<file path="src/svfs_pkg.sv">
// Shared types, constants and the control store of the state variable filter.
// Used by the datapath and by the top level; no dependencies.
package svfs_pkg;

   // field widths and fixed-point positions
   localparam int SAMPLE_BITS = 16;
   localparam int COEF_BITS   = 16;
   localparam int COEF_FRAC   = 15;
   localparam int QGAIN_FRAC  = 14;
   localparam int HP_BITS     = SAMPLE_BITS + 8;
   localparam int MUL_B_BITS  = COEF_BITS + 1;
   localparam int PROD_BITS   = HP_BITS + MUL_B_BITS;
   localparam int REQ_BITS    = SAMPLE_BITS + 2 * COEF_BITS;
   localparam int REQ_BYTES   = (REQ_BITS + 7) / 8;
   localparam int RSP_BITS    = HP_BITS + 2 * SAMPLE_BITS;
   localparam int RSP_BYTES   = (RSP_BITS + 7) / 8;

   // step counter codes
   localparam int STEP_BITS = 3;
   localparam logic [STEP_BITS-1:0] ST_WAIT   = 3'd0;
   localparam logic [STEP_BITS-1:0] ST_DIFF   = 3'd1;
   localparam logic [STEP_BITS-1:0] ST_HIGH   = 3'd2;
   localparam logic [STEP_BITS-1:0] ST_LOW    = 3'd3;
   localparam logic [STEP_BITS-1:0] ST_FINISH = 3'd4;

   // hold conditions: while true, the step counter stays put
   localparam logic [1:0] HC_NONE     = 2'd0;
   localparam logic [1:0] HC_NO_INPUT = 2'd1;
   localparam logic [1:0] HC_OUT_BUSY = 2'd2;

   // multiplier operand selects
   localparam logic [1:0] A_DIFF = 2'd0;
   localparam logic [1:0] A_BAND = 2'd1;
   localparam logic [1:0] A_HIGH = 2'd2;
   localparam logic       B_Q    = 1'b0;
   localparam logic       B_FC   = 1'b1;

   typedef logic signed [SAMPLE_BITS-1:0] sample_type;
   typedef logic signed [HP_BITS-1:0]     wide_type;
   typedef logic signed [PROD_BITS-1:0]   prod_type;

   // one control word of the microprogram
   typedef struct packed {
      logic                 in_ready;
      logic [1:0]           hold_cond;
      logic [1:0]           a_sel;
      logic                 b_sel;
      logic                 ld_prod;
      logic                 ld_hp;
      logic                 ld_lp;
      logic                 finish;
      logic [STEP_BITS-1:0] next_step;
   } ucode_type;

   // strobes from the sequencer to the datapath
   typedef struct packed {
      logic       ld_in;
      logic [1:0] a_sel;
      logic       b_sel;
      logic       ld_prod;
      logic       ld_hp;
      logic       ld_lp;
      logic       finish;
   } ctrl_type;

   // control store
   function automatic ucode_type ucode_rom(input logic [STEP_BITS-1:0] step);
      ucode_type w;
      w = '0;
      case (step)
         ST_WAIT: begin
            w.in_ready  = 1'b1;
            w.hold_cond = HC_NO_INPUT;
            w.next_step = ST_DIFF;
         end
         ST_DIFF: begin   // prod = q * (x - band)
            w.a_sel     = A_DIFF;
            w.b_sel     = B_Q;
            w.ld_prod   = 1'b1;
            w.next_step = ST_HIGH;
         end
         ST_HIGH: begin   // high = prod >> 14 - low; prod = fc * band
            w.a_sel     = A_BAND;
            w.b_sel     = B_FC;
            w.ld_prod   = 1'b1;
            w.ld_hp     = 1'b1;
            w.next_step = ST_LOW;
         end
         ST_LOW: begin    // new low from prod; prod = fc * high
            w.a_sel     = A_HIGH;
            w.b_sel     = B_FC;
            w.ld_prod   = 1'b1;
            w.ld_lp     = 1'b1;
            w.next_step = ST_FINISH;
         end
         ST_FINISH: begin // new band, commit state, load result
            w.hold_cond = HC_OUT_BUSY;
            w.finish    = 1'b1;
            w.next_step = ST_WAIT;
         end
         default: begin
            w.next_step = ST_WAIT;
         end
      endcase
      return w;
   endfunction

   // clamp a wide value to the sample range
   function automatic sample_type sat_sample(input wide_type x);
      sample_type r;
      r = x[SAMPLE_BITS-1:0];
      if (!x[HP_BITS-1] && (|x[HP_BITS-2:SAMPLE_BITS-1])) begin
         r = {1'b0, {(SAMPLE_BITS-1){1'b1}}};
      end else if (x[HP_BITS-1] && !(&x[HP_BITS-2:SAMPLE_BITS-1])) begin
         r = {1'b1, {(SAMPLE_BITS-1){1'b0}}};
      end
      return r;
   endfunction

endpackage

</file>
<file path="src/state_variable_filter_sat_unit.sv">
// Top level of the saturating two-pole state variable filter: microcode
// sequencer, result handshake. Depends on svfs_pkg and svfs_datapath.
//
// channel | dir | data                                     | user
// req_    | in  | sample_in, cutoff_coef, q_gain (48 bits) | none
// rsp_    | out | highpass_out, bandpass_out, lowpass_out  | none
//
// Each item runs through an accept step and four microcode steps, three of
// which share the single 24x17 multiplier (one product per step).
// Reset clears the step counter, the result valid flag and both integrators.
// A waiting result does not block the next accept; the final step holds only
// while the previous result is still untaken.
module state_variable_filter_sat_unit (
   input  logic                                clock,
   input  logic                                reset,
   input  logic                                req_tvalid,
   output logic                                req_tready,
   // [15:0] sample_in, [31:16] cutoff_coef, [47:32] q_gain
   input  logic [svfs_pkg::REQ_BYTES*8-1:0]    req_tdata,
   output logic                                rsp_tvalid,
   input  logic                                rsp_tready,
   // [23:0] highpass_out, [39:24] bandpass_out, [55:40] lowpass_out
   output logic [svfs_pkg::RSP_BYTES*8-1:0]    rsp_tdata
);
   import svfs_pkg::*;

   logic [STEP_BITS-1:0] step_ff;
   logic [STEP_BITS-1:0] step_in;
   logic                 rsp_tvalid_ff;
   logic                 rsp_tvalid_in;
   ucode_type            cw;
   ctrl_type             ctrl;
   logic                 hold;

   // decode the current control word
   always_comb begin
      cw   = ucode_rom(step_ff);
      hold = ((cw.hold_cond == HC_NO_INPUT) && !req_tvalid) ||
             ((cw.hold_cond == HC_OUT_BUSY) && rsp_tvalid_ff && !rsp_tready);
      step_in      = hold ? step_ff : cw.next_step;
      ctrl.ld_in   = cw.in_ready & req_tvalid;
      ctrl.a_sel   = cw.a_sel;
      ctrl.b_sel   = cw.b_sel;
      ctrl.ld_prod = cw.ld_prod;
      ctrl.ld_hp   = cw.ld_hp;
      ctrl.ld_lp   = cw.ld_lp;
      ctrl.finish  = cw.finish & ~hold;
      if (ctrl.finish) begin
         rsp_tvalid_in = 1'b1;
      end else if (rsp_tready) begin
         rsp_tvalid_in = 1'b0;
      end else begin
         rsp_tvalid_in = rsp_tvalid_ff;
      end
   end

   // advance the step counter and the result flag
   always_ff @(posedge clock) begin
      if (reset) begin
         step_ff       <= ST_WAIT;
         rsp_tvalid_ff <= 1'b0;
      end else begin
         step_ff       <= step_in;
         rsp_tvalid_ff <= rsp_tvalid_in;
      end
   end

   svfs_datapath u_datapath (
      .clock    (clock),
      .reset    (reset),
      .ctrl     (ctrl),
      .req_data (req_tdata),
      .rsp_data (rsp_tdata)
   );

   assign req_tready = cw.in_ready;
   assign rsp_tvalid = rsp_tvalid_ff;

   // an accepted transaction starts the microprogram on the next cycle
   a_accept_starts: assert property (@(posedge clock) disable iff (reset)
      (req_tvalid && req_tready) |=> (step_ff == ST_DIFF))
      else $error("accepted transaction did not start the program");

   // a new result appears only right after the final step
   a_result_from_finish: assert property (@(posedge clock) disable iff (reset)
      $rose(rsp_tvalid_ff) |-> ($past(step_ff) == ST_FINISH))
      else $error("result raised outside the final step");

   // the final step waits while the previous result is untaken
   a_finish_holds: assert property (@(posedge clock) disable iff (reset)
      (step_ff == ST_FINISH && rsp_tvalid_ff && !rsp_tready)
      |=> (step_ff == ST_FINISH))
      else $error("final step overwrote a pending result");

endmodule

</file>
<file path="src/svfs_datapath.sv">
// Datapath of the state variable filter: operand registers, one shared
// multiplier, integrator state and the result register. Depends on svfs_pkg.
module svfs_datapath (
   input  logic                                   clock,
   input  logic                                   reset,
   input  svfs_pkg::ctrl_type                     ctrl,
   input  logic [svfs_pkg::REQ_BYTES*8-1:0]       req_data,
   output logic [svfs_pkg::RSP_BYTES*8-1:0]       rsp_data
);
   import svfs_pkg::*;

   sample_type             x_ff;
   logic [COEF_BITS-1:0]   fc_ff;
   logic [COEF_BITS-1:0]   q_ff;
   sample_type             band_ff;
   sample_type             low_ff;
   prod_type               prod_ff;
   prod_type               prod_in;
   wide_type               hp_ff;
   wide_type               hp_in;
   sample_type             lp_new_ff;
   sample_type             lp_new_in;
   sample_type             bp_new_in;
   logic [RSP_BYTES*8-1:0] rsp_ff;
   logic [RSP_BYTES*8-1:0] rsp_in;

   logic signed [SAMPLE_BITS:0] diff;
   wide_type                    mul_a;
   logic signed [MUL_B_BITS-1:0] mul_b;
   prod_type                    prod_shq;
   prod_type                    prod_shc;
   wide_type                    low_ext;
   wide_type                    band_ext;
   wide_type                    lp_sum;
   wide_type                    bp_sum;

   // select multiplier operands
   always_comb begin
      diff = {x_ff[SAMPLE_BITS-1], x_ff} - {band_ff[SAMPLE_BITS-1], band_ff};
      case (ctrl.a_sel)
         A_DIFF:  mul_a = {{(HP_BITS-SAMPLE_BITS-1){diff[SAMPLE_BITS]}}, diff};
         A_BAND:  mul_a = band_ext;
         A_HIGH:  mul_a = hp_ff;
         default: mul_a = '0;
      endcase
      mul_b = (ctrl.b_sel == B_FC) ? {1'b0, fc_ff} : {1'b0, q_ff};
      prod_in = mul_a * mul_b;
   end

   // scale products, integrate, clamp
   always_comb begin
      low_ext   = {{(HP_BITS-SAMPLE_BITS){low_ff[SAMPLE_BITS-1]}}, low_ff};
      band_ext  = {{(HP_BITS-SAMPLE_BITS){band_ff[SAMPLE_BITS-1]}}, band_ff};
      prod_shq  = prod_ff >>> QGAIN_FRAC;
      prod_shc  = prod_ff >>> COEF_FRAC;
      hp_in     = prod_shq[HP_BITS-1:0] - low_ext;
      lp_sum    = low_ext + prod_shc[HP_BITS-1:0];
      bp_sum    = band_ext + prod_shc[HP_BITS-1:0];
      lp_new_in = sat_sample(lp_sum);
      bp_new_in = sat_sample(bp_sum);
      rsp_in    = '0;
      rsp_in[RSP_BITS-1:0] = {lp_new_ff, bp_new_in, hp_ff};
   end

   // latch the incoming transaction
   always_ff @(posedge clock) begin
      if (ctrl.ld_in) begin
         x_ff  <= req_data[SAMPLE_BITS-1:0];
         fc_ff <= req_data[SAMPLE_BITS+COEF_BITS-1:SAMPLE_BITS];
         q_ff  <= req_data[REQ_BITS-1:SAMPLE_BITS+COEF_BITS];
      end
   end

   // working registers
   always_ff @(posedge clock) begin
      if (ctrl.ld_prod) begin
         prod_ff <= prod_in;
      end
      if (ctrl.ld_hp) begin
         hp_ff <= hp_in;
      end
      if (ctrl.ld_lp) begin
         lp_new_ff <= lp_new_in;
      end
      if (ctrl.finish) begin
         rsp_ff <= rsp_in;
      end
   end

   // integrator state
   always_ff @(posedge clock) begin
      if (reset) begin
         band_ff <= '0;
         low_ff  <= '0;
      end else if (ctrl.finish) begin
         band_ff <= bp_new_in;
         low_ff  <= lp_new_ff;
      end
   end

   assign rsp_data = rsp_ff;

endmodule
</file>
<file path="config.mk">
export PLATFORM = sky130hd
export DESIGN_NAME = state_variable_filter_sat_unit
export DESIGN_NICKNAME = d
export VERILOG_FILES = /design/src/svfs_pkg.sv /design/src/state_variable_filter_sat_unit.sv /design/src/svfs_datapath.sv
export SDC_FILE = /design/constraint.sdc
export NUM_CORES = 1
export LEC_CHECK = 0
export ABC_AREA = 1
export BUFFER_PORTS_ARGS = -buffer_cell sky130_fd_sc_hd__buf_2
export CORE_ASPECT_RATIO = 1.1
export CORE_MARGIN = 2
export CORE_UTILIZATION = 45
export DETAILED_ROUTE_END_ITERATION = 7
export PLACE_DENSITY_LB_ADDON = 0.12
export SLEW_MARGIN = 20
export SYNTH_ARGS = -nofsm -noshare
export SYNTH_HDL_FRONTEND = slang
export SYNTH_HIERARCHICAL = 1
export SYNTH_SLANG_ARGS = --single-unit
</file>
<file path="constraint.sdc">
create_clock -name clock -period 8.5 [get_ports clock]
set_clock_uncertainty 0.2 [all_clocks]
set_input_delay 0.85 -clock clock [delete_from_list [all_inputs] [get_ports clock]]
set_output_delay 0.85 -clock clock [all_outputs]
set_load 0.02 [all_outputs]
</file>
==> impl_metrics.env <==
export IMPL_totalWireLength_um=78800
export IMPL_hold_viol_final=0
export IMPL_cts_tree="built"
export IMPL_slew_limit_headroom_pct=25.9
export IMPL_cts_max_level=1
export IMPL_clock_path_buffers=3
export IMPL_ys_flop_type="edfxtp_1"
export IMPL_drive_above_1_share_pct=8.08
export IMPL_coreArea_um2=57000
export IMPL_setup_viol=0
export IMPL_grt_pass1_wl_um=123000
export IMPL_cts_root_buf="clkbuf_16"
export IMPL_fin_util_pct=49.8
export IMPL_grt_overflow=0
export IMPL_seq_area_frac_synth_pct=22.5
export IMPL_worst_slack_ns=0.477
export IMPL_diodes=0
export IMPL_cts_num_sinks=205
export IMPL_fp_dieArea_um2=59200
export IMPL_num_vias=20900
export IMPL_fp_dieW_um=232
export IMPL_syn_cell_area_um2=25800
export IMPL_firstDrtPassIters=6
export IMPL_yosys_warnings=6
export IMPL_syn_to_final_growth_pct=10.2
export IMPL_syn_nets=3732
export IMPL_die_y_um=255
export IMPL_ios=110
export IMPL_critPathMaxFanout=6
export IMPL_arrival_ns=8.13
export IMPL_clock_latency_ns=0.57
export IMPL_ys_types=50
export IMPL_vias_per_cell=5.17
export IMPL_drtAntennaViolNets=0
export IMPL_worstPathRequired_ns=8.60
export IMPL_routedWlPerCell_um=19.5
export IMPL_synth_edf_count=169
export IMPL_finalCritPeriodShare_pct=94.4
export IMPL_max_stage_delay_ns=0.52
export IMPL_grtUsageTotal_pct=27.4
export IMPL_drc=0
export IMPL_antenna_found_initial=0
export IMPL_drtIter0Drc=1476
export IMPL_clk_pin_slew_ns=0.06
export IMPL_row_count=92
export IMPL_synth_seq_cells=205
export IMPL_hold_path_class="input port to register"
export IMPL_fin_nets=3867
export IMPL_period_needed_ns=8.02
export IMPL_place_congestion=0.964
export IMPL_cpMostUsedCell="nand2_1"
export IMPL_cts_made_buffers=25
export IMPL_place_worst_setup_slack_ns=0.201
export IMPL_syn_inst=3138
export IMPL_crit_path_end_kind="register"
export IMPL_cts_hold_buffers_added=0
export IMPL_synth_avg_cell_area_um2=8.21
export IMPL_worst_pin_slew_ns=1.11
export IMPL_fmax_mhz=125
export IMPL_worstSetupPathType="register to register"
export IMPL_timing_hold_ws_ns=0.247
export IMPL_grt_start_max_net_pins=67
export IMPL_initial_core_util_pct=45.2
export IMPL_cap_violations=0
export IMPL_io_buffers=109
export IMPL_tns_ns=0
export IMPL_dpl_hpwl_um=66700
export IMPL_status="finished clean"
export IMPL_worstSetupStartpointType="register"
export IMPL_grt_pass1_vias=22000
export IMPL_slowest_stage="fa_1"
export IMPL_async_flop_share_pct=0
export IMPL_slew_viol_final=0
-- critical path, delay by kind of cell, from the launching register on --
family	cells	cell delay, ns
flip-flops	1	0.32
buffers and inverters	6	0.51
AND/OR/NAND/NOR	15	1.81
AO/OA/AOI/OAI	6	1.00
adder cells (fa/ha/maj)	9	3.93
-- cells in the final DEF (no fill, tap or decap), drive strengths merged, types with 14 or more instances in the layout --
cell,instances
nand4,26
a21o,14
nor2,303
nand2,711
inv,722
nand3,88
o21bai,15
xnor2,41
clkbuf,31
dfxtp,36
a21oi,157
fa,362
buf,171
edfxtp,169
ha,180
o21ai,111
xor2,63
-- layer usage --
metal  vias to the layer above  track usage (%)  share of wire, %  routed length (um)
li1                       9847                -                 -                   -
met1                     10200             33.6                40               31800
met2                       661             48.5                49               38900
met3                       159             3.22               5.2                4110
met4                         0             12.3               5.2                4090
met5                         -                0                 0                   0
-- registers in the layout, summed over array words and instances, names as in the netlist --
register              count
u_datapath/band_ff       16
u_datapath/fc_ff         16
u_datapath/q_ff          16
u_datapath/low_ff        16
u_datapath/prod_ff       25
u_datapath/lp_new_ff     16
u_datapath/hp_ff         24
step_ff                   3
rsp_tvalid                1
u_datapath/x_ff          16
u_datapath/rsp_data      56
-- synth_stat cells (2+ instances only) --
master | count | area (um^2)
xnor2_1 | 40 | 350
nor2_4 | 2 | 22.5
a211oi_1 | 3 | 22.5
nor3_1 | 11 | 55.1
a21oi_1 | 155 | 776
nand4_1 | 26 | 163
dfxtp_1 | 36 | 721
nand2_2 | 5 | 31.3
nand3_2 | 4 | 40.0
edfxtp_1 | 169 | 5070
o211ai_1 | 4 | 30.0
o21bai_1 | 14 | 105
clkinv_1 | 8 | 30.0
fa_1 | 362 | 7250
nor2_2 | 5 | 31.3
mux2_2 | 2 | 22.5
buf_6 | 4 | 45.0
a31oi_1 | 9 | 56.3
inv_1 | 716 | 2690
nor2_1 | 296 | 1110
nor4_1 | 8 | 50.1
a221oi_1 | 2 | 17.5
buf_2 | 7 | 35.0
a21boi_0 | 2 | 15.0
a21o_1 | 14 | 105
a21oi_2 | 2 | 17.5
nand2_1 | 706 | 2650
ha_1 | 180 | 2250
and2_1 | 9 | 56.3
o21ai_1 | 7 | 35.0
o21a_1 | 5 | 37.5
nand3b_1 | 3 | 22.5
nand3_1 | 84 | 420
buf_4 | 3 | 22.5
o221ai_1 | 2 | 17.5
xor2_1 | 63 | 552
clkbuf_1 | 48 | 180
inv_2 | 6 | 22.5
or2_2 | 2 | 12.5
o31ai_1 | 2 | 15.0
o21ai_0 | 103 | 515
-- final cells by class --
type	count	area, um^2
Inverter	730	2760
Tap cell	752	941
Timing Repair Buffer	171	1010
Sequential cell	205	5800
Clock inverter	15	203
Clock buffer	31	648
Multi-Input combinational cell	2140	17000
Fill cell	5636	28600
-- per-stage QoR --
stage | instance area (um^2) | std cells
final | 28400 | 4044
after global routing | 28400 | 4044
after CTS | 28300 | 4043
after detailed placement | 27500 | 3997
after global placement | 27500 | 3997
after floorplan | 25800 | 3138
-- path summary, 6_finish.rpt --
| kind | startpoint | slack (ns) | end | cells past startpoint |
|---|---|---|---|---|
| setup / recovery | u_datapath/x_ff[0] | 0.48 | u_datapath/prod_ff[36] | 36 |
| setup reg to reg | u_datapath/x_ff[0] | 0.48 | u_datapath/prod_ff[36] | 36 |
| hold reg to reg | u_datapath/lp_new_ff[14] | 0.25 | u_datapath/rsp_data[54] | 0 |
| hold / removal | req_tdata[15] | 0.25 | u_datapath/x_ff[15] | 1 |
-- cell families after synthesis --
kind of cell / Yosys count / synth area share, %
XOR/XNOR: 104 / 3.56
adder cells (fa/ha/maj): 542 / 36.9
AND/OR/NAND/NOR: 1164 / 18.2
multiplexers: 2 / 0.0874
AO/OA/AOI/OAI: 328 / 7.04
buffers and inverters: 793 / 11.7
flip-flops: 205 / 22.5
-- timing repair --
action	CTS	global route
setup buffers	0	1
gates resized for setup	0	24
endpoints found under the setup margin	0	13
Power is left out: the tool's default activity adds up to more than one toggle a clock period on the data nets, which glitch-free logic cannot reach.
